<file path="src/hw/rtl/http_chunked_body_decoder_defines.svh">
// Assertion macros for the chunked body decoder RTL.
// Included by hcbd_decode, which checks its own logic; no other dependencies.
`ifndef HTTP_CHUNKED_BODY_DECODER_DEFINES_SVH
`define HTTP_CHUNKED_BODY_DECODER_DEFINES_SVH

`ifndef SYNTHESIS

// Same-cycle implication, sampled on the rising clock, off during reset.
`define HCBD_ASSERT_IMP(lbl, clk, rst_n, ante, cons) \
	lbl: assert property (@(posedge clk) disable iff (!(rst_n)) (ante) |-> (cons)) \
		else $error("hcbd assertion failed");

// Next-cycle implication, sampled on the rising clock, off during reset.
`define HCBD_ASSERT_NXT(lbl, clk, rst_n, ante, cons) \
	lbl: assert property (@(posedge clk) disable iff (!(rst_n)) (ante) |=> (cons)) \
		else $error("hcbd assertion failed");

`else

`define HCBD_ASSERT_IMP(lbl, clk, rst_n, ante, cons)
`define HCBD_ASSERT_NXT(lbl, clk, rst_n, ante, cons)

`endif

`endif

</file>
<file path="src/hw/rtl/hcbd_pkg.sv">
// Types, character codes and helpers for the chunked body decoder.
// No dependencies; used by the channel interfaces and imported by all modules.
`timescale 1ns / 1ps

package hcbd_pkg;

	// Item on the input channel.
	typedef struct packed {
		logic [7:0] body_byte;
		logic       first_byte;
		logic       last_byte;
	} in_item_t;

	// Item on the result channel.
	typedef struct packed {
		logic        payload_valid;
		logic [7:0]  payload_byte;
		logic [1:0]  outcome;
		logic [31:0] decoded_length;
	} out_item_t;

	// Input register contents handed to the decode stage.
	typedef struct packed {
		logic     valid;
		in_item_t item;
	} stage_t;

	// Outcome codes.
	localparam logic [1:0] OUT_RUNNING    = 2'd0;
	localparam logic [1:0] OUT_COMPLETE   = 2'd1;
	localparam logic [1:0] OUT_MALFORMED  = 2'd2;
	localparam logic [1:0] OUT_INCOMPLETE = 2'd3;

	// Character codes.
	localparam logic [7:0] CH_0    = 8'h30;
	localparam logic [7:0] CH_9    = 8'h39;
	localparam logic [7:0] CH_LA   = 8'h61;
	localparam logic [7:0] CH_LF_A = 8'h66;
	localparam logic [7:0] CH_UA   = 8'h41;
	localparam logic [7:0] CH_UF   = 8'h46;
	localparam logic [7:0] CH_SEMI = 8'h3B;
	localparam logic [7:0] CH_LF   = 8'd10;
	localparam logic [7:0] CH_CR   = 8'd13;

	// Hex digit value in the low nibble; bit 4 set when c is no hex digit.
	function automatic logic [4:0] hex_value(input logic [7:0] c);
		logic [7:0] v;
		v = 8'd16;
		if (c inside {[CH_0:CH_9]})
			v = c - CH_0;
		else if (c inside {[CH_LA:CH_LF_A]})
			v = c - CH_LA + 8'd10;
		else if (c inside {[CH_UA:CH_UF]})
			v = c - CH_UA + 8'd10;
		return v[4:0];
	endfunction

endpackage

</file>
<file path="src/hw/rtl/hcbd_channels.sv">
// Valid/ready channel interfaces for the chunked body decoder.
// Depends on hcbd_pkg for the item types.
`timescale 1ns / 1ps

interface hcbd_in_if;
	logic               valid;
	logic               ready;
	hcbd_pkg::in_item_t data;

	modport source (output valid, output data, input ready);
	modport sink (input valid, input data, output ready);
endinterface

interface hcbd_out_if;
	logic                valid;
	logic                ready;
	hcbd_pkg::out_item_t data;

	modport source (output valid, output data, input ready);
	modport sink (input valid, input data, output ready);
endinterface

</file>
<file path="src/hw/rtl/hcbd_in_reg.sv">
// Input register of the chunked body decoder: takes one item per cycle while the decode stage moves on.
// Depends on hcbd_pkg and hcbd_channels.
`timescale 1ns / 1ps

module hcbd_in_reg (
	input  logic            clk,
	input  logic            arst_n,
	hcbd_in_if.sink         body,
	input  logic            advance,
	output hcbd_pkg::stage_t s1
);
	import hcbd_pkg::*;

	logic     valid_s1;
	in_item_t item_s1;

	// Take a new item whenever the held one moves on or the register is empty.
	assign body.ready = !valid_s1 || advance;

	always_ff @(posedge clk or negedge arst_n) begin
		if (!arst_n) begin
			valid_s1 <= 1'b0;
		end else if (body.ready) begin
			valid_s1 <= body.valid;
		end
	end

	// Payload holds without reset.
	always_ff @(posedge clk) begin
		if (body.ready && body.valid) begin
			item_s1 <= body.data;
		end
	end

	assign s1.valid = valid_s1;
	assign s1.item  = item_s1;

endmodule

</file>
<file path="src/hw/rtl/hcbd_decode.sv">
// Decode stage: framing state, one step per item, and the result register.
// Depends on hcbd_pkg, hcbd_channels and the assertion macro header.
`timescale 1ns / 1ps
`include "http_chunked_body_decoder_defines.svh"

module hcbd_decode #(
	parameter int LENGTH_BITS = 32
) (
	input  logic             clk,
	input  logic             arst_n,
	input  hcbd_pkg::stage_t s1,
	output logic             advance,
	hcbd_out_if.source       result
);
	import hcbd_pkg::*;

	typedef enum logic [2:0] {
		PH_SIZE = 3'd0,
		PH_SKIP = 3'd1,
		PH_DATA = 3'd2,
		PH_CR   = 3'd3,
		PH_LF   = 3'd4,
		PH_DONE = 3'd5,
		PH_BAD  = 3'd6
	} phase_t;

	phase_t                 phase_q, ph, ph_n;
	logic [LENGTH_BITS-1:0] chunk_q, cnt, cnt_n;
	logic [LENGTH_BITS-1:0] total_q, tot, tot_n;
	logic                   saw_q, saw, saw_n;
	logic                   out_valid_q;
	out_item_t              res_q, res_n;
	logic                   step;
	logic [7:0]             b;
	logic [4:0]             d;

	// Move on when the result register is free or being emptied.
	assign advance = !out_valid_q || result.ready;
	assign step    = s1.valid && advance;
	assign b       = s1.item.body_byte;
	assign d       = hex_value(b);

	// One decode step on the held item.
	always_comb begin
		ph    = s1.item.first_byte ? PH_SIZE : phase_q;
		cnt   = s1.item.first_byte ? '0 : chunk_q;
		tot   = s1.item.first_byte ? '0 : total_q;
		saw   = s1.item.first_byte ? 1'b0 : saw_q;
		ph_n  = ph;
		cnt_n = cnt;
		tot_n = tot;
		saw_n = saw;
		res_n = '0;
		case (ph)
			PH_SIZE: begin
				if (b == CH_CR || b == CH_LF || b == CH_SEMI) begin
					if (!saw)
						ph_n = PH_BAD;
					else if (b == CH_LF)
						ph_n = (cnt == '0) ? PH_DONE : PH_DATA;
					else
						ph_n = PH_SKIP;
				end else if (d[4] || cnt[LENGTH_BITS-1 -: 4] != 4'd0) begin
					ph_n = PH_BAD;
				end else begin
					cnt_n = {cnt[LENGTH_BITS-5:0], d[3:0]};
					saw_n = 1'b1;
				end
			end
			PH_SKIP: begin
				if (b == CH_LF)
					ph_n = (cnt == '0) ? PH_DONE : PH_DATA;
			end
			PH_DATA: begin
				if (&tot) begin
					ph_n = PH_BAD;
				end else begin
					res_n.payload_valid = 1'b1;
					res_n.payload_byte  = b;
					tot_n = tot + 1'b1;
					cnt_n = cnt - 1'b1;
					if (cnt_n == '0)
						ph_n = PH_CR;
				end
			end
			PH_CR: begin
				ph_n = (b == CH_CR) ? PH_LF : PH_BAD;
			end
			PH_LF: begin
				if (b == CH_LF) begin
					ph_n  = PH_SIZE;
					cnt_n = '0;
					saw_n = 1'b0;
				end else begin
					ph_n = PH_BAD;
				end
			end
			PH_DONE: begin
				ph_n = PH_DONE;
			end
			default: begin
				ph_n = PH_BAD;
			end
		endcase

		// Report the outcome after the step.
		if (ph_n == PH_DONE) begin
			res_n.outcome        = OUT_COMPLETE;
			res_n.decoded_length = 32'(tot_n);
		end else if (ph_n == PH_BAD) begin
			res_n.outcome = OUT_MALFORMED;
		end else if (s1.item.last_byte) begin
			res_n.outcome = OUT_INCOMPLETE;
		end else begin
			res_n.outcome = OUT_RUNNING;
		end
	end

	// Hold framing state and the result valid flag.
	always_ff @(posedge clk or negedge arst_n) begin
		if (!arst_n) begin
			phase_q     <= PH_SIZE;
			chunk_q     <= '0;
			total_q     <= '0;
			saw_q       <= 1'b0;
			out_valid_q <= 1'b0;
		end else begin
			if (step) begin
				phase_q <= ph_n;
				chunk_q <= cnt_n;
				total_q <= tot_n;
				saw_q   <= saw_n;
			end
			if (advance)
				out_valid_q <= s1.valid;
		end
	end

	// Result payload, loaded with each step.
	always_ff @(posedge clk) begin
		if (step)
			res_q <= res_n;
	end

	assign result.valid = out_valid_q;
	assign result.data  = res_q;

	// A data byte never comes with a complete or malformed status.
	`HCBD_ASSERT_IMP(a_payload_running, clk, arst_n,
		out_valid_q && res_q.payload_valid,
		res_q.outcome == OUT_RUNNING || res_q.outcome == OUT_INCOMPLETE)
	// A length is shown only with a complete body.
	`HCBD_ASSERT_IMP(a_len_complete, clk, arst_n,
		out_valid_q && res_q.outcome != OUT_COMPLETE, res_q.decoded_length == 32'd0)
	// A malformed body stays malformed until a new body starts.
	`HCBD_ASSERT_NXT(a_bad_sticky, clk, arst_n,
		phase_q == PH_BAD && !(step && s1.item.first_byte), phase_q == PH_BAD)
	// Every step leaves a result in the output register.
	`HCBD_ASSERT_NXT(a_step_result, clk, arst_n, step, out_valid_q)

endmodule

</file>
<file path="src/hw/rtl/http_chunked_body_decoder.sv">
// Top level of the HTTP/1.1 chunked body decoder.
// Depends on hcbd_pkg, hcbd_channels, hcbd_in_reg and hcbd_decode.
//
//   channel  dir  item fields
//   body     in   body_byte[8], first_byte, last_byte
//   result   out  payload_valid, payload_byte[8], outcome[2], decoded_length[32]
//
// One byte per clock while result is ready: an item is taken into the input
// register, and a decode step then moves it into the result register, from
// which its result is offered. arst_n clears the framing state to the
// start of a size line. A stalled result holds the decode stage; body ready
// drops in the same cycle once the input register holds an item, and both
// sides resume at full rate when ready returns.
`timescale 1ns / 1ps

module http_chunked_body_decoder #(
	parameter int LENGTH_BITS = 32
) (
	input  logic       clk,
	input  logic       arst_n,
	hcbd_in_if.sink    body,
	hcbd_out_if.source result
);
	import hcbd_pkg::*;

	stage_t s1;
	logic   advance;

	// Input register.
	hcbd_in_reg u_in_reg (
		.clk     (clk),
		.arst_n  (arst_n),
		.body    (body),
		.advance (advance),
		.s1      (s1)
	);

	// Framing state machine and result register.
	hcbd_decode #(
		.LENGTH_BITS (LENGTH_BITS)
	) u_decode (
		.clk     (clk),
		.arst_n  (arst_n),
		.s1      (s1),
		.advance (advance),
		.result  (result)
	);

endmodule

</file>
<file path="src/flat_wrapper.sv">
// flat-port wrapper written by rule: the top's interface ports become plain ports
module http_chunked_body_decoder_flat import hcbd_pkg::*;
#(
	parameter int LENGTH_BITS = 32
)
  (clk, arst_n, body_valid, body_data, body_ready, result_valid, result_data, result_ready);
  hcbd_in_if body_i ();
  hcbd_out_if result_i ();
  input  logic clk;
  input  logic arst_n;
  input wire logic [$bits(body_i.valid)-1:0] body_valid;
  input wire logic [$bits(body_i.data)-1:0] body_data;
  output wire logic [$bits(body_i.ready)-1:0] body_ready;
  output wire logic [$bits(result_i.valid)-1:0] result_valid;
  output wire logic [$bits(result_i.data)-1:0] result_data;
  input wire logic [$bits(result_i.ready)-1:0] result_ready;
  assign body_i.valid = body_valid;
  assign body_i.data = body_data;
  assign body_ready = body_i.ready;
  assign result_valid = result_i.valid;
  assign result_data = result_i.data;
  assign result_i.ready = result_ready;
  http_chunked_body_decoder #(.LENGTH_BITS(LENGTH_BITS)) u_core (.clk(clk), .arst_n(arst_n), .body(body_i), .result(result_i));
endmodule
</file>
<file path="config.mk">
export PLATFORM = sky130hd
export DESIGN_NAME = http_chunked_body_decoder_flat
export DESIGN_NICKNAME = d
export VERILOG_FILES = /design/src/hw/rtl/hcbd_pkg.sv /design/src/hw/rtl/hcbd_channels.sv /design/src/hw/rtl/hcbd_in_reg.sv /design/src/hw/rtl/hcbd_decode.sv /design/src/hw/rtl/http_chunked_body_decoder.sv /design/src/flat_wrapper.sv
export VERILOG_INCLUDE_DIRS = /design/src /design/src/hw/rtl
export SDC_FILE = /design/constraint.sdc
export NUM_CORES = 1
export LEC_CHECK = 0
export BUFFER_PORTS_ARGS = -buffer_cell sky130_fd_sc_hd__clkbuf_2
export CAP_MARGIN = 20
export CORE_ASPECT_RATIO = 1.5
export CORE_UTILIZATION = 45
export CTS_CLUSTER_SIZE = 14
export DETAILED_ROUTE_END_ITERATION = 8
export PLACE_DENSITY = 0.66
export SYNTH_ARGS = -nofsm -noshare
export SYNTH_HDL_FRONTEND = slang
export SYNTH_SLANG_ARGS = --single-unit
</file>
<file path="constraint.sdc">
create_clock -name clk -period 4.88 [get_ports clk]
set_clock_uncertainty 0.1 [all_clocks]
set_input_delay 0.732 -clock clk [delete_from_list [all_inputs] [get_ports clk]]
set_output_delay 0.732 -clock clk [all_outputs]
set_load 0.05 [all_outputs]
</file>
After elaboration in Yosys (flattened, before gate mapping)
Index checks and enable logic that the tools add are counted.
{"block": "word_totals", "input_bits": 14, "register_bits": 123, "out_inout_bits": 45, "wordCells": 87}
{"block": "classes", "n_reduce_logical": 18, "magnitude_cmp": 6, "bitwise": 1, "n_eq_ne": 10, "add_sub_neg": 7, "mux": 32}
{"operator": "$mux W32", "n": 8}
{"operator": "$pmux W32 S3", "n": 1}
{"operator": "$logic_not A32 Y1", "n": 2}
{"operator": "$add A32 B1 Y32 const B", "n": 1}
{"operator": "$reduce_and A32 Y1", "n": 1}
{"operator": "$sub A32 B1 Y32 const B", "n": 1}
{"operator": "$mux W3", "n": 10}
{"operator": "$pmux W3 S6", "n": 1}
{"operator": "$eq A8 B4 Y1 const B", "n": 2}
{"operator": "$ge A8 B7 Y1 const B", "n": 2}
{"operator": "$le A8 B7 Y1 const B", "n": 2}
{"operator": "$mux W5", "n": 3}
{"operator": "$eq A3 B3 Y1 const B", "n": 4}
{"operator": "$add A5 B4 Y5 const B", "n": 2}
{"operator": "$sub A5 B1 Y5 const B", "n": 2}
{"operator": "$mux W9", "n": 1}
{"operator": "$eq A8 B6 Y1 const B", "n": 1}
{"operator": "$ge A8 B6 Y1 const B", "n": 1}
{"operator": "$le A8 B6 Y1 const B", "n": 1}
{"operator": "$eq A3 B2 Y1 const B", "n": 2}
{"operator": "$mux W2", "n": 3}
{"operator": "$logic_and A1 B1 Y1", "n": 5}
{"operator": "$logic_or A1 B1 Y1", "n": 5}
{"operator": "$sub A5 B5 Y5 const B", "n": 1}
{"operator": "other kinds (8)", "n": 12}

Longest topological paths before layout
Gate-level depths: netlist of run 1.
{"block": "logic_depth", "word_depth": 11, "depth_mapped": 16, "mapped_depth_nobuf": 10}

Cells and area by module
A second synthesis of run 1 with hierarchy kept.
{"block": "unflattened", "hier_cells": 936, "hier_area_um2": 8157.8}
{"mod": "hcbd_decode", "n_inst": 1, "cells_per_inst": 921, "area_per_inst_um2": 7796.2, "seq_area_each_um2": 3017.9}
{"mod": "hcbd_in_reg", "n_inst": 1, "cells_per_inst": 15, "area_per_inst_um2": 361.6, "seq_area_each_um2": 325.3}

Least setup slack after synthesis of run 1
OpenSTA, ideal clock, no wires.
{"block": "synth_timing", "path_kind": "register -> register", "startpoint": "register u_core.u_in_reg.item_s1 (netlist bit u_core.u_in_reg.s1[1])", "endpoint": "register u_core.u_decode.phase_q[0]", "stages_incl_launch_ff": 17, "setup_slack_ps": 812, "t_arrival_ps": 3886, "n_path_buf": 7, "period_less_slack_ps": 4068, "setup_ps": 81, "t_required_ps": 4699, "cell_sequence": "edfxtp_1 -> buf_2 -> clkbuf_1 -> inv_1 -> clkbuf_1 -> clkbuf_1 -> buf_1 -> nand2_1 -> ha_1 -> clkbuf_1 -> clkbuf_1 -> a2111oi_0 -> nand3_1 -> a2111oi_1 -> nand4_1 -> or4_1 -> a21oi_1"}
{"block": "synth_between", "elab_chain_cells": 7, "elab_cells_between_ends": 25, "classes_between": "add/sub: 1; eq/ne: 5; mux: 13; reduce/logical: 6"}
{"element": "start: declaration", "line_no": "hcbd_in_reg.sv:15", "source": "in_item_t item_s1;"}
{"element": "start signal: assignment", "line_no": "hcbd_in_reg.sv:31", "source": "item_s1 <= body.data;"}
{"element": "branches (longest 6 deep; another with $sub A32 B1 Y32)"}
{"element": "$pmux W3 S6 (*)", "line_no": "hcbd_decode.sv:54", "source": "case (ph)"}
{"element": "end signal: assignment", "line_no": "hcbd_decode.sv:129", "source": "phase_q <= ph_n;"}
{"element": "end: declaration", "line_no": "hcbd_decode.sv:27", "source": "phase_t phase_q, ph, ph_n;"}
Mark *: on every way between the ends.
A chain may end at the register's enable or synchronous reset.

Final worst setup path of run 1
Same ends and word-level chain as after synthesis.

==> metrics.yaml, run 1 <==
die_w_um: 112
hold_viol_final: 0
cts_buffers: 17
start_util: 0.465
drv_cap: 0
coreArea_um2: 17500
dieArea_um2: 18600
post_cts_buffers: 0
grt_use_total: 0.251
vias_per_cell: 6.26
grt_overflow: 0
drtPass1Iterations: 7
grt_max_degree: 71
holdCritPathClass: "in2async"
power.leakage_nw: 3.51
worstSkewPairLatency_ps: 430
cts.clk_slew.worst_paths_ps: 60
tns_ps: 0
synth_cells: 919
synth_nets: 941
multiInputGateArea_um2: 4410
max_freq_mhz: 279
mappedNetlistArea_um2: 8130
synth_largest_area_cell: "dfrtp_1"
pin_count: 59
yosysSeqAreaShare: 0.411
synthToLayoutAreaGrowth_pct: 11.4
n_antenna_cell: 0
critPathCaptureType: "register"
clockBufferDepth: 2
worstPathRequired_ps: 5130
grt_pass1_vias: 6922
synth-edff-count: 53
cts_tree: "yes"
clockRootBuffer: "clkbuf_16"
finalMaxSlewViolations: 0
synth_top_area_share: 0.215
numPortBuffers: 58
detail_route.wl_per_cell_um: 19.7
finalSetupViolCount: 0
wl_mm: 23.1
rows: 59
p_per_area_nw_per_um2: 470
rsz0062_at_grt: "false"
outcome: "finished with violations"
nFillCells: 1632
synth.distinct_cells: 85
post_cts_resized: 0
async_flop_share: 0.569
cp-start-kind: "register"
crit_type: "reg2reg"
crit_fanout: 16
slew_headroom: 0.295
ys_ff_latch: 123
cts_hold_buf: 0
drt_iter0_markers: 585
layout.nets: 964
tightest_slew_ps: 1050
violations: "DRC"
avgSynthCellArea_um2: 8.85
dp_hpwl_mm: 16.0
yosys-top-cells-area: "dfrtp_1, edfxtp_1, nor2_1"
grt_pass1_wl_mm: 36.6
finalCritPeriodShare: 0.733
synth_warnings: 0
period_minus_slack_ps: 3580
peakVddDrop_v: 0.000255
placed_cell_area_um2: 8500
route.detailed.drc: 6
vias: 7311
clock_sink_count: 123
cp.arrival_ps: 3830
regArea_um2: 3340
postRouteAntennaNets: 0
dieHeight_um: 167
gp_congestion: 0.954
htree_levels: 4
antenna_found_initial: 0
layout-drive-gt1-share: 0.140
synth-main-ff-cell: "dfrtp_1"
fin_area_um2: 9060
[cells by family (layout without fill, tap and decap cells)]
family          after synthesis  count (layout)  share of synthesized area
mux                          42              42                     0.0522
compound gates              217             217                      0.176
simple gates                398             398                      0.256
xor+xnor                     42              42                     0.0452
fa+ha+maj                     8               8                     0.0123
buf+inv                      89             125                     0.0469
flops                       123             123                      0.411
[cells in the mapped netlist (15+ instances only)]
library cell	n
edfxtp_1	53
nand2_1	94
inv_1	20
mux2i_1	39
a21oi_1	45
a22o_1	21
nand3_1	18
nor4_1	19
o21ai_0	70
nor2_1	118
and3_1	15
xnor2_1	33
dfrtp_1	70
clkbuf_1	47
nand4_1	20
nor3_1	28
[cell usage in the layout, fill, tap and decap left out, types with 4 or more instances in the layout]
| master | count |
|---|---|
| or4_1 | 8 |
| o31a_1 | 5 |
| a21oi_1 | 45 |
| o21ai_0 | 70 |
| nand2b_1 | 9 |
| nand3_1 | 18 |
| edfxtp_1 | 53 |
| nor4_1 | 19 |
| ha_1 | 8 |
| nor2b_1 | 12 |
| buf_4 | 16 |
| and3_1 | 15 |
| clkbuf_2 | 57 |
| mux2i_1 | 39 |
| a22oi_1 | 4 |
| inv_1 | 19 |
| clkinv_4 | 4 |
| dfrtp_1 | 70 |
| nor4_2 | 6 |
| a31oi_1 | 7 |
| xnor2_1 | 33 |
| nand2_1 | 93 |
| nor3_1 | 28 |
| o21ai_1 | 4 |
| clkbuf_16 | 17 |
| and4_1 | 4 |
| and4b_1 | 4 |
| or2_2 | 4 |
| a22o_1 | 21 |
| and2_1 | 6 |
| nor3b_1 | 6 |
| clkinv_2 | 5 |
| nand4_1 | 20 |
| nor4b_1 | 5 |
| o21a_1 | 4 |
| or3_1 | 5 |
| nor2_1 | 118 |
| o22ai_1 | 12 |
| xor2_1 | 9 |
[area by class of cell]
type | instances | share of cell area
clock inverter | 14 | 0.0135
timing repair buffer | 73 | 0.0447
multi-input combinational | 707 | 0.487
clock buffer | 18 | 0.0485
inverter | 20 | 0.00828
tap | 213 | 0.0294
sequential | 123 | 0.369
[flip-flops by register name (all words and copies together) (netlist names)]
name                          count
u_core.u_decode.chunk_q          32
u_core.u_decode.phase_q           3
u_core.u_decode.result.data      43
u_core.u_decode.result.valid      1
u_core.u_decode.saw_q             1
u_core.u_decode.total_q          32
u_core.u_in_reg.s1               10
u_core.u_in_reg.valid_s1          1
[final timing paths]
kind,slack (ps),from,depth (start not counted),end
min,330,arst_n,1,u_core.u_decode.chunk_q[12]
min in group clk,380,body_data[5],1,u_core.u_in_reg.s1[5]
max,1300,u_core.u_in_reg.s1[1],9,u_core.u_decode.phase_q[0]
max in group asynchronous,3660,arst_n,1,u_core.u_decode.chunk_q[31]
min reg2reg,400,u_core.u_in_reg.valid_s1,1,u_core.u_decode.result.valid
max reg2reg,1300,u_core.u_in_reg.s1[1],9,u_core.u_decode.phase_q[0]
[where the power goes]
part | switching, W | total (W) | internal, W
clock network | 0.000499 | 0.00121 | 0.000713
registers | 0.000265 | 0.00147 | 0.00121
logic | 0.00102 | 0.00157 | 0.000555
total | 0.00178 | 0.00426 | 0.00248
[metrics by stage]
stage	util	power, W	setup WS [ps]	instances	hold WS, ps
final	0.518	0.00426	1300	1168	335
after global routing	0.518	0.00446	1070	1168	367
after CTS	0.518	0.00423	1370	1168	371
after detailed placement	0.486	0.00302	1380	1136	394
after global placement	0.486	0.00302	1400	1136	397
after floorplan	-	0.00260	812	919	336
[layer usage]
layer	vias up	GRT usage	routed length [um]
met5	-	0	0
met1	3540	0.279	8860
li1	3416	-	-
met3	97	0.0448	1050
met2	258	0.437	11800
met4	0	0.165	1350
[critical path, cell delays in order (launching register included)]
cell	delay, ps
edfxtp_1	390
inv_1	240
nand2_1	210
ha_1	560
o211ai_1	540
o21a_1	360
a2111oi_4	340
nand4_1	120
or4_1	500
a21oi_1	130
Power figures use the tool's default switching activity.
==> run 2, diff against run 1 <==
Settings changed: ABC_AREA from default to 1.
Clock period 4.88 ns to 3.5 ns, I/O delays scaled along.
==> run 2 against run 1 <==
Against the previous run:
- the run now ends clean
- register-to-register slack worse by 880 ps
- maximum frequency is 16% higher
- critical path depth is 8 higher
- count of clock-buffer cells in the layout is 3 higher
- combinational power is 78% higher
- die area is 4.4% higher
- non-clock buffer count is 6 higher
- critical path type unchanged
==> metrics.yaml, run 2 <==
outcome: "completed"
wl_mm: 25.0  # +8.5%
p_clk_frac: 0.269  # -0.016
synth_top_area_share: 0.206  # -0.00929
cp-start-kind: "register"
synth_warnings: 0  # unchanged
finalMaxSlewViolations: 0  # unchanged
p_per_area_nw_per_um2: 692  # +47%
power.leakage_nw: 4.44  # +27%
synth_nets: 1253  # +33%
numPortBuffers: 58  # unchanged
hold_viol_final: 0  # unchanged
holdCritPathClass: "in2reg"
combPwrFrac: 0.420  # +0.051
largest_reg_flops: 43  # unchanged
cts_buffers: 17  # unchanged
rows: 61  # +3.4%
rrSetupSlack_ps: 420  # -880 ps
max_freq_mhz: 325  # +16%
clock_sink_count: 123  # unchanged
finalSetupViolCount: 0  # unchanged
start_util: 0.458  # -0.00658
avgSynthCellArea_um2: 6.90  # -22%
vias_per_cell: 5.28  # -16%
grt_overflow: 0  # unchanged
yosysSeqAreaShare: 0.393  # -0.0177
utilization: 0.518  # about the same
layout-drive-gt1-share: 0.130  # -0.0108
die_w_um: 114  # +2.2%
synth_cells: 1231  # +34%
worst_path_largest_cell_delay_ps: 540  # -20 ps
yosysMostFrequentCell: "nand2_1"
worstSkewPairLatency_ps: 440  # about the same
nFillCells: 1840  # +13%
layout.nets: 1306  # +35%
tns_ps: 0  # unchanged
instances_no_fill: 1549  # +33%
grt_pass1_vias: 8161  # +18%
p_int_w: 0.00366  # +48%
dp_hpwl_mm: 18.1  # +13%
synthToLayoutAreaGrowth_pct: 13.0
pin_count: 59  # unchanged
rsz0062_at_grt: "false"
synthTopCellsByCount: "nand2_1, nor2_1, inv_1, o21ai_0, dfrtp_1"
critical-path-top-delay-family: "simple AND/OR/NAND/NOR gates"
synth.distinct_cells: 44  # -48%
period_minus_slack_ps: 3080  # -501 ps
route.detailed.drc: 0  # -6
detail_route.wl_per_cell_um: 16.1  # -18%
vias: 8184  # +12%
grt_max_degree: 71  # unchanged
post_cts_resized: 0  # unchanged
cts.clk_slew.worst_paths_ps: 60  # about the same
worstPathRequired_ps: 3780  # -1350 ps
crit_fanout: 22  # +6
drtPass1Iterations: 5  # -2
crit_buf_inv: 3  # +2
clockBufferDepth: 2  # unchanged
slew_headroom: 0.543  # +0.248
drv_cap: 0  # unchanged
dieHeight_um: 170  # +2.2%
sw_frac_of_total: 0.450  # +0.0316
htree_levels: 4  # unchanged
dp_cells: 1512  # +33%
coreArea_um2: 18500  # +6.0%
synth-edff-count: 53  # unchanged
mappedNetlistArea_um2: 8500  # +4.5%
async_flop_share: 0.569  # unchanged
tightest_slew_ps: 685  # -363 ps
n_antenna_cell: 0  # unchanged
synth_largest_area_cell: "dfrtp_1"
drt_iter0_markers: 529  # -9.6%
grt_pass1_wl_mm: 40.6  # +11%
clockRootBuffer: "clkbuf_16"
p_seq_frac: 0.311  # -0.035
layout_commonest_cell: "nand2_1"
crit_type: "reg2reg"
synth-main-ff-cell: "dfrtp_1"
dieArea_um2: 19500  # +4.4%
p_sw_w: 0.00299  # +68%
finalCritPeriodShare: 0.879  # +0.146
gp_congestion: 0.983  # +3.0%
ys_ff_latch: 123  # unchanged
cts_tree: "yes"
slowest_stage: "edfxtp_1"
antenna_found_initial: 0  # unchanged
peakVddDrop_v: 0.000369  # +45%
cpMostUsedCell: "nand2_1"
postRouteAntennaNets: 0  # unchanged
cp.arrival_ps: 3360  # -470 ps
crit_chain: "buf_4, nor2_4, ha_1, nand3_1, inv_1, nand2_1, nor3_2, nand3_1, nor2_1, nand2_1, nand2_1, inv_2, nand2_2, nand2_1, o211ai_1, nand2_1, nand2_1"
grt_use_total: 0.272  # +0.0207
critPathCaptureType: "register"
yosys-top-cells-area: "dfrtp_1, edfxtp_1, nand2_1"
layout_common_cells: "nand2_1, nor2_1, inv_1, o21ai_0, dfrtp_1"
==> run 2: cells by family after synthesis <==
group                    Yosys count  share of synthesized area
flip-flops                       123                      0.393
AND/OR/NAND/NOR                  702                      0.351
XOR/XNOR                          24                     0.0247
AO/OA/AOI/OAI                    201                      0.128
buffers and inverters            173                     0.0913
adder cells (fa/ha/maj)            8                     0.0118
==> run 2: final timing paths <==
path,startpoint,to,cells after the start
min in group asynchronous,arst_n,u_core.u_decode.chunk_q[21],2
max,u_core.u_in_reg.s1[1],u_core.u_decode.chunk_q[17],17
max reg2reg,u_core.u_in_reg.s1[1],u_core.u_decode.chunk_q[17],17
min,body_data[8],u_core.u_in_reg.s1[8],1
min reg2reg,u_core.u_decode.total_q[24],u_core.u_decode.total_q[24],2
max in group asynchronous,arst_n,u_core.u_decode.result.valid,3
==> run 2: repair_timing <==
action | in CTS | in global routing
setup buffers | 0 | 3
endpoints found under the hold margin | 0 | 14
hold buffers | 0 | 1
endpoints found under the setup margin | 0 | 1
==> run 2: cell type report <==
type	instances	area (um2)	area share
clock buffers	21	460	0.0480
clock inverters	11	121	0.0126
inverters	128	485	0.0506
multi-input cells	935	4390	0.457
flip-flops and latches	123	3340	0.348
well taps	252	315	0.0328
repair buffers	79	485	0.0506
==> run 2: per-stage QoR <==
stage	total power (W)	instance area, um2	setup slack [ps]	hold WS [ps]
after floorplan	0.00412	8500	326	129
after global placement	0.00482	8960	382	370
after detailed placement	0.00484	8960	386	377
after CTS	0.00663	9540	337	149
after global routing	0.00708	9600	70.6	154
final	0.00665	9600	422	159
==> run 2: power by group through the flow <==
stage          Sequential, W  Clock [W]  Combinational (W)
5_1_grt              0.00210    0.00185            0.00313
2_1_floorplan        0.00225          0            0.00187
3_3_place_gp         0.00209          0            0.00273
4_1_cts              0.00207    0.00180            0.00276
6_report             0.00207    0.00178            0.00279
3_5_place_dp         0.00209          0            0.00275
==> run 2: worst register-to-register path: stages, from the launching register on <==
cell and delay, ps:
edfxtp_1 540, buf_4 210, nor2_4 110, ha_1 240, nand3_1 150, inv_1 100, nand2_1 110, nor3_2 140
nand3_1 110, nor2_1 170, nand2_1 100, nand2_1 130, inv_2 60, nand2_2 390, nand2_1 100, o211ai_1 110
nand2_1 80, nand2_1 60
==> run 2: metal layers <==
layer / wire length, um / vias up / share of wire / GRT usage
li1: - / 4098 / - / -
met1: 9350 / 3770 / 0.37 / 0.277
met2: 13300 / 224 / 0.53 / 0.505
met3: 841 / 92 / 0.034 / 0.0442
met4: 1490 / 0 / 0.059 / 0.178
met5: 0 / - / 0 / 0
==> run 3, diff against run 2 <==
Clock period 3.5 ns to 3.3 ns, I/O delays scaled along.
==> run 3 against run 2 <==
Against the previous run:
- global-route usage is 0.52 points lower
- combinational power increased by 8.2%
- clock power up 7%
- maximum frequency rose by 2.6%
- first-iteration DRC count increased by 3.4%
- critical path type unchanged
- setup slack worse by 120 ps
- utilization rose by 0.49 points
- largest power group unchanged
==> metrics.yaml, run 3 (synthesized netlist as in run 2, its figures left out) <==
grt_pass1_vias: 8165  # +0.049%
wl_mm: 24.4  # -2.3%
dieArea_um2: 19500  # unchanged
slowest_stage: "edfxtp_1"
dieHeight_um: 170  # unchanged
die_w_um: 114  # unchanged
peakVddDrop_v: 0.000347  # -5.9%
postRouteAntennaNets: 0  # unchanged
finalCritPeriodShare: 0.909  # +0.0294
cpMostUsedCell: "nand2_1"
cts_tree: "yes"
pin_count: 59  # unchanged
p_clk_frac: 0.268  # about the same
p_seq_frac: 0.306  # -0.005
regArea_um2: 3340  # unchanged
grt_overflow: 0  # unchanged
crit_type: "reg2reg"
utilization: 0.523  # +0.00486
setup_slack_ps: 301  # -121 ps
htree_levels: 4  # unchanged
vias_per_cell: 5.34  # +1.0%
clockBufferDepth: 2  # unchanged
p_sw_w: 0.00319  # +6.8%
post_cts_resized: 0  # unchanged
layout_commonest_cell: "nand2_1"
clockRootBuffer: "clkbuf_16"
start_util: 0.458  # unchanged
gp_congestion: 0.991  # +0.81%
post_cts_buffers: 0  # unchanged
layout-drive-gt1-share: 0.137  # +0.00697
crit_chain: "buf_4, nor2_1, ha_1, nand3_1, inv_1, nand2_1, nor3_2, nand3_1, nor2_1, nand2_1, nand2_1, inv_2, nand2_2, nand2_1, o211ai_1, nand2_1, nand2_1"
p_int_w: 0.00390  # +6.8%
drv_cap: 0  # unchanged
drtPass1Iterations: 7  # +2
cp-start-kind: "register"
synthToLayoutAreaGrowth_pct: 14.0
drt_iter0_markers: 547  # +3.4%
detail_route.wl_per_cell_um: 15.7  # -2.8%
sw_frac_of_total: 0.450  # about the same
layout_common_cells: "nand2_1, nor2_1, inv_1, o21ai_0, dfrtp_1"
tightest_slew_ps: 954  # +268 ps
clock_sink_count: 123  # unchanged
max_freq_mhz: 333  # +2.6%
largest_reg_flops: 43  # unchanged
critPathCaptureType: "register"
period_minus_slack_ps: 3000  # -78.8 ps
layout.nets: 1313  # +0.54%
crit_buf_inv: 3  # unchanged
cp.arrival_ps: 3260  # -100 ps
grt_max_degree: 71  # unchanged
grt_use_met3: 0.0410  # -0.00321
nFillCells: 1858  # +0.98%
coreArea_um2: 18500  # unchanged
slew_headroom: 0.364  # -0.179
hold_viol_final: 0  # unchanged
pre_cts_slack_ps: 395  # +9.17 ps
worstSkewPairLatency_ps: 430  # about the same
grt_use_met2: 0.489  # -0.0161
critical-path-top-delay-family: "simple AND/OR/NAND/NOR gates"
rsz0062_at_grt: "false"
worst_path_largest_cell_delay_ps: 450  # -90 ps
combPwrFrac: 0.426  # +0.006
vias: 8305  # +1.5%
multiInputGateArea_um2: 4390  # unchanged
p_per_area_nw_per_um2: 732  # +5.8%
fin_total_pwr_w: 0.00710  # +6.8%
rows: 61  # unchanged
cts_hold_buf: 0  # unchanged
dp_hpwl_mm: 18.0  # -0.53%
grt_use_total: 0.267  # -0.00521
tns_ps: 0  # unchanged
n_antenna_cell: 0  # unchanged
grt_pass1_wl_mm: 40.0  # -1.5%
power.leakage_nw: 4.50  # +1.4%
crit_fanout: 22  # unchanged
cts_buffers: 17  # unchanged
antenna_found_initial: 0  # unchanged
grt_busiest_layer: "met2"
grtUsageMet1: 0.273  # -0.00370
holdCritPathClass: "in2async"
route.detailed.drc: 0  # unchanged
worstPathRequired_ps: 3560  # -220 ps
numPortBuffers: 58  # unchanged
finalSetupViolCount: 0  # unchanged
outcome: "completed"
cts.clk_slew.worst_paths_ps: 60  # about the same
finalMaxSlewViolations: 0  # unchanged
==> run 3: through the flow <==
step	cell area [um2]	instances	hold slack [ps]
3_3_place_gp	9090	1524	368
2_1_floorplan	8500	1231	99.4
6_report	9690	1556	125
5_1_grt	9690	1556	130
4_1_cts	9690	1556	125
3_5_place_dp	9090	1524	383
==> run 3: area by class of cell <==
class                      instances  share of cell area
tap                              252              0.0325
clock inverter                    12              0.0130
multi-input combinational        935               0.453
sequential                       123               0.345
clock buffer                      20              0.0493
timing repair buffer              86              0.0571
inverter                         128              0.0501
==> run 3: final timing paths <==
| check | cells after the start | start | to | slack (ps) |
|---|---|---|---|---|
| max in group asynchronous | 1 | arst_n | u_core.u_decode.total_q[10] | 2370 |
| min reg2reg | 2 | u_core.u_decode.total_q[1] | u_core.u_decode.total_q[1] | 390 |
| min | 1 | arst_n | u_core.u_decode.total_q[18] | 120 |
| min in group clk | 1 | body_data[7] | u_core.u_in_reg.s1[7] | 140 |
| max | 17 | u_core.u_in_reg.s1[1] | u_core.u_decode.chunk_q[16] | 300 |
| max reg2reg | 17 | u_core.u_in_reg.s1[1] | u_core.u_decode.chunk_q[16] | 300 |
==> run 3: power by group through the flow <==
stage | combinational, W | sequential (W) | clock (W)
after floorplan | 0.00199 | 0.00238 | 0
after global placement | 0.00297 | 0.00219 | 0
after detailed placement | 0.00298 | 0.00219 | 0
after CTS | 0.00299 | 0.00217 | 0.00193
after global routing | 0.00337 | 0.00221 | 0.00198
final | 0.00302 | 0.00217 | 0.00190
==> run 3: per-layer routing <==
| layer | vias to the layer above | wire length (um) |
|---|---|---|
| met3 | 102 | 941 |
| met2 | 263 | 12900 |
| met4 | 0 | 1490 |
| li1 | 4112 | - |
| met1 | 3828 | 9130 |
| met5 | - | 0 |
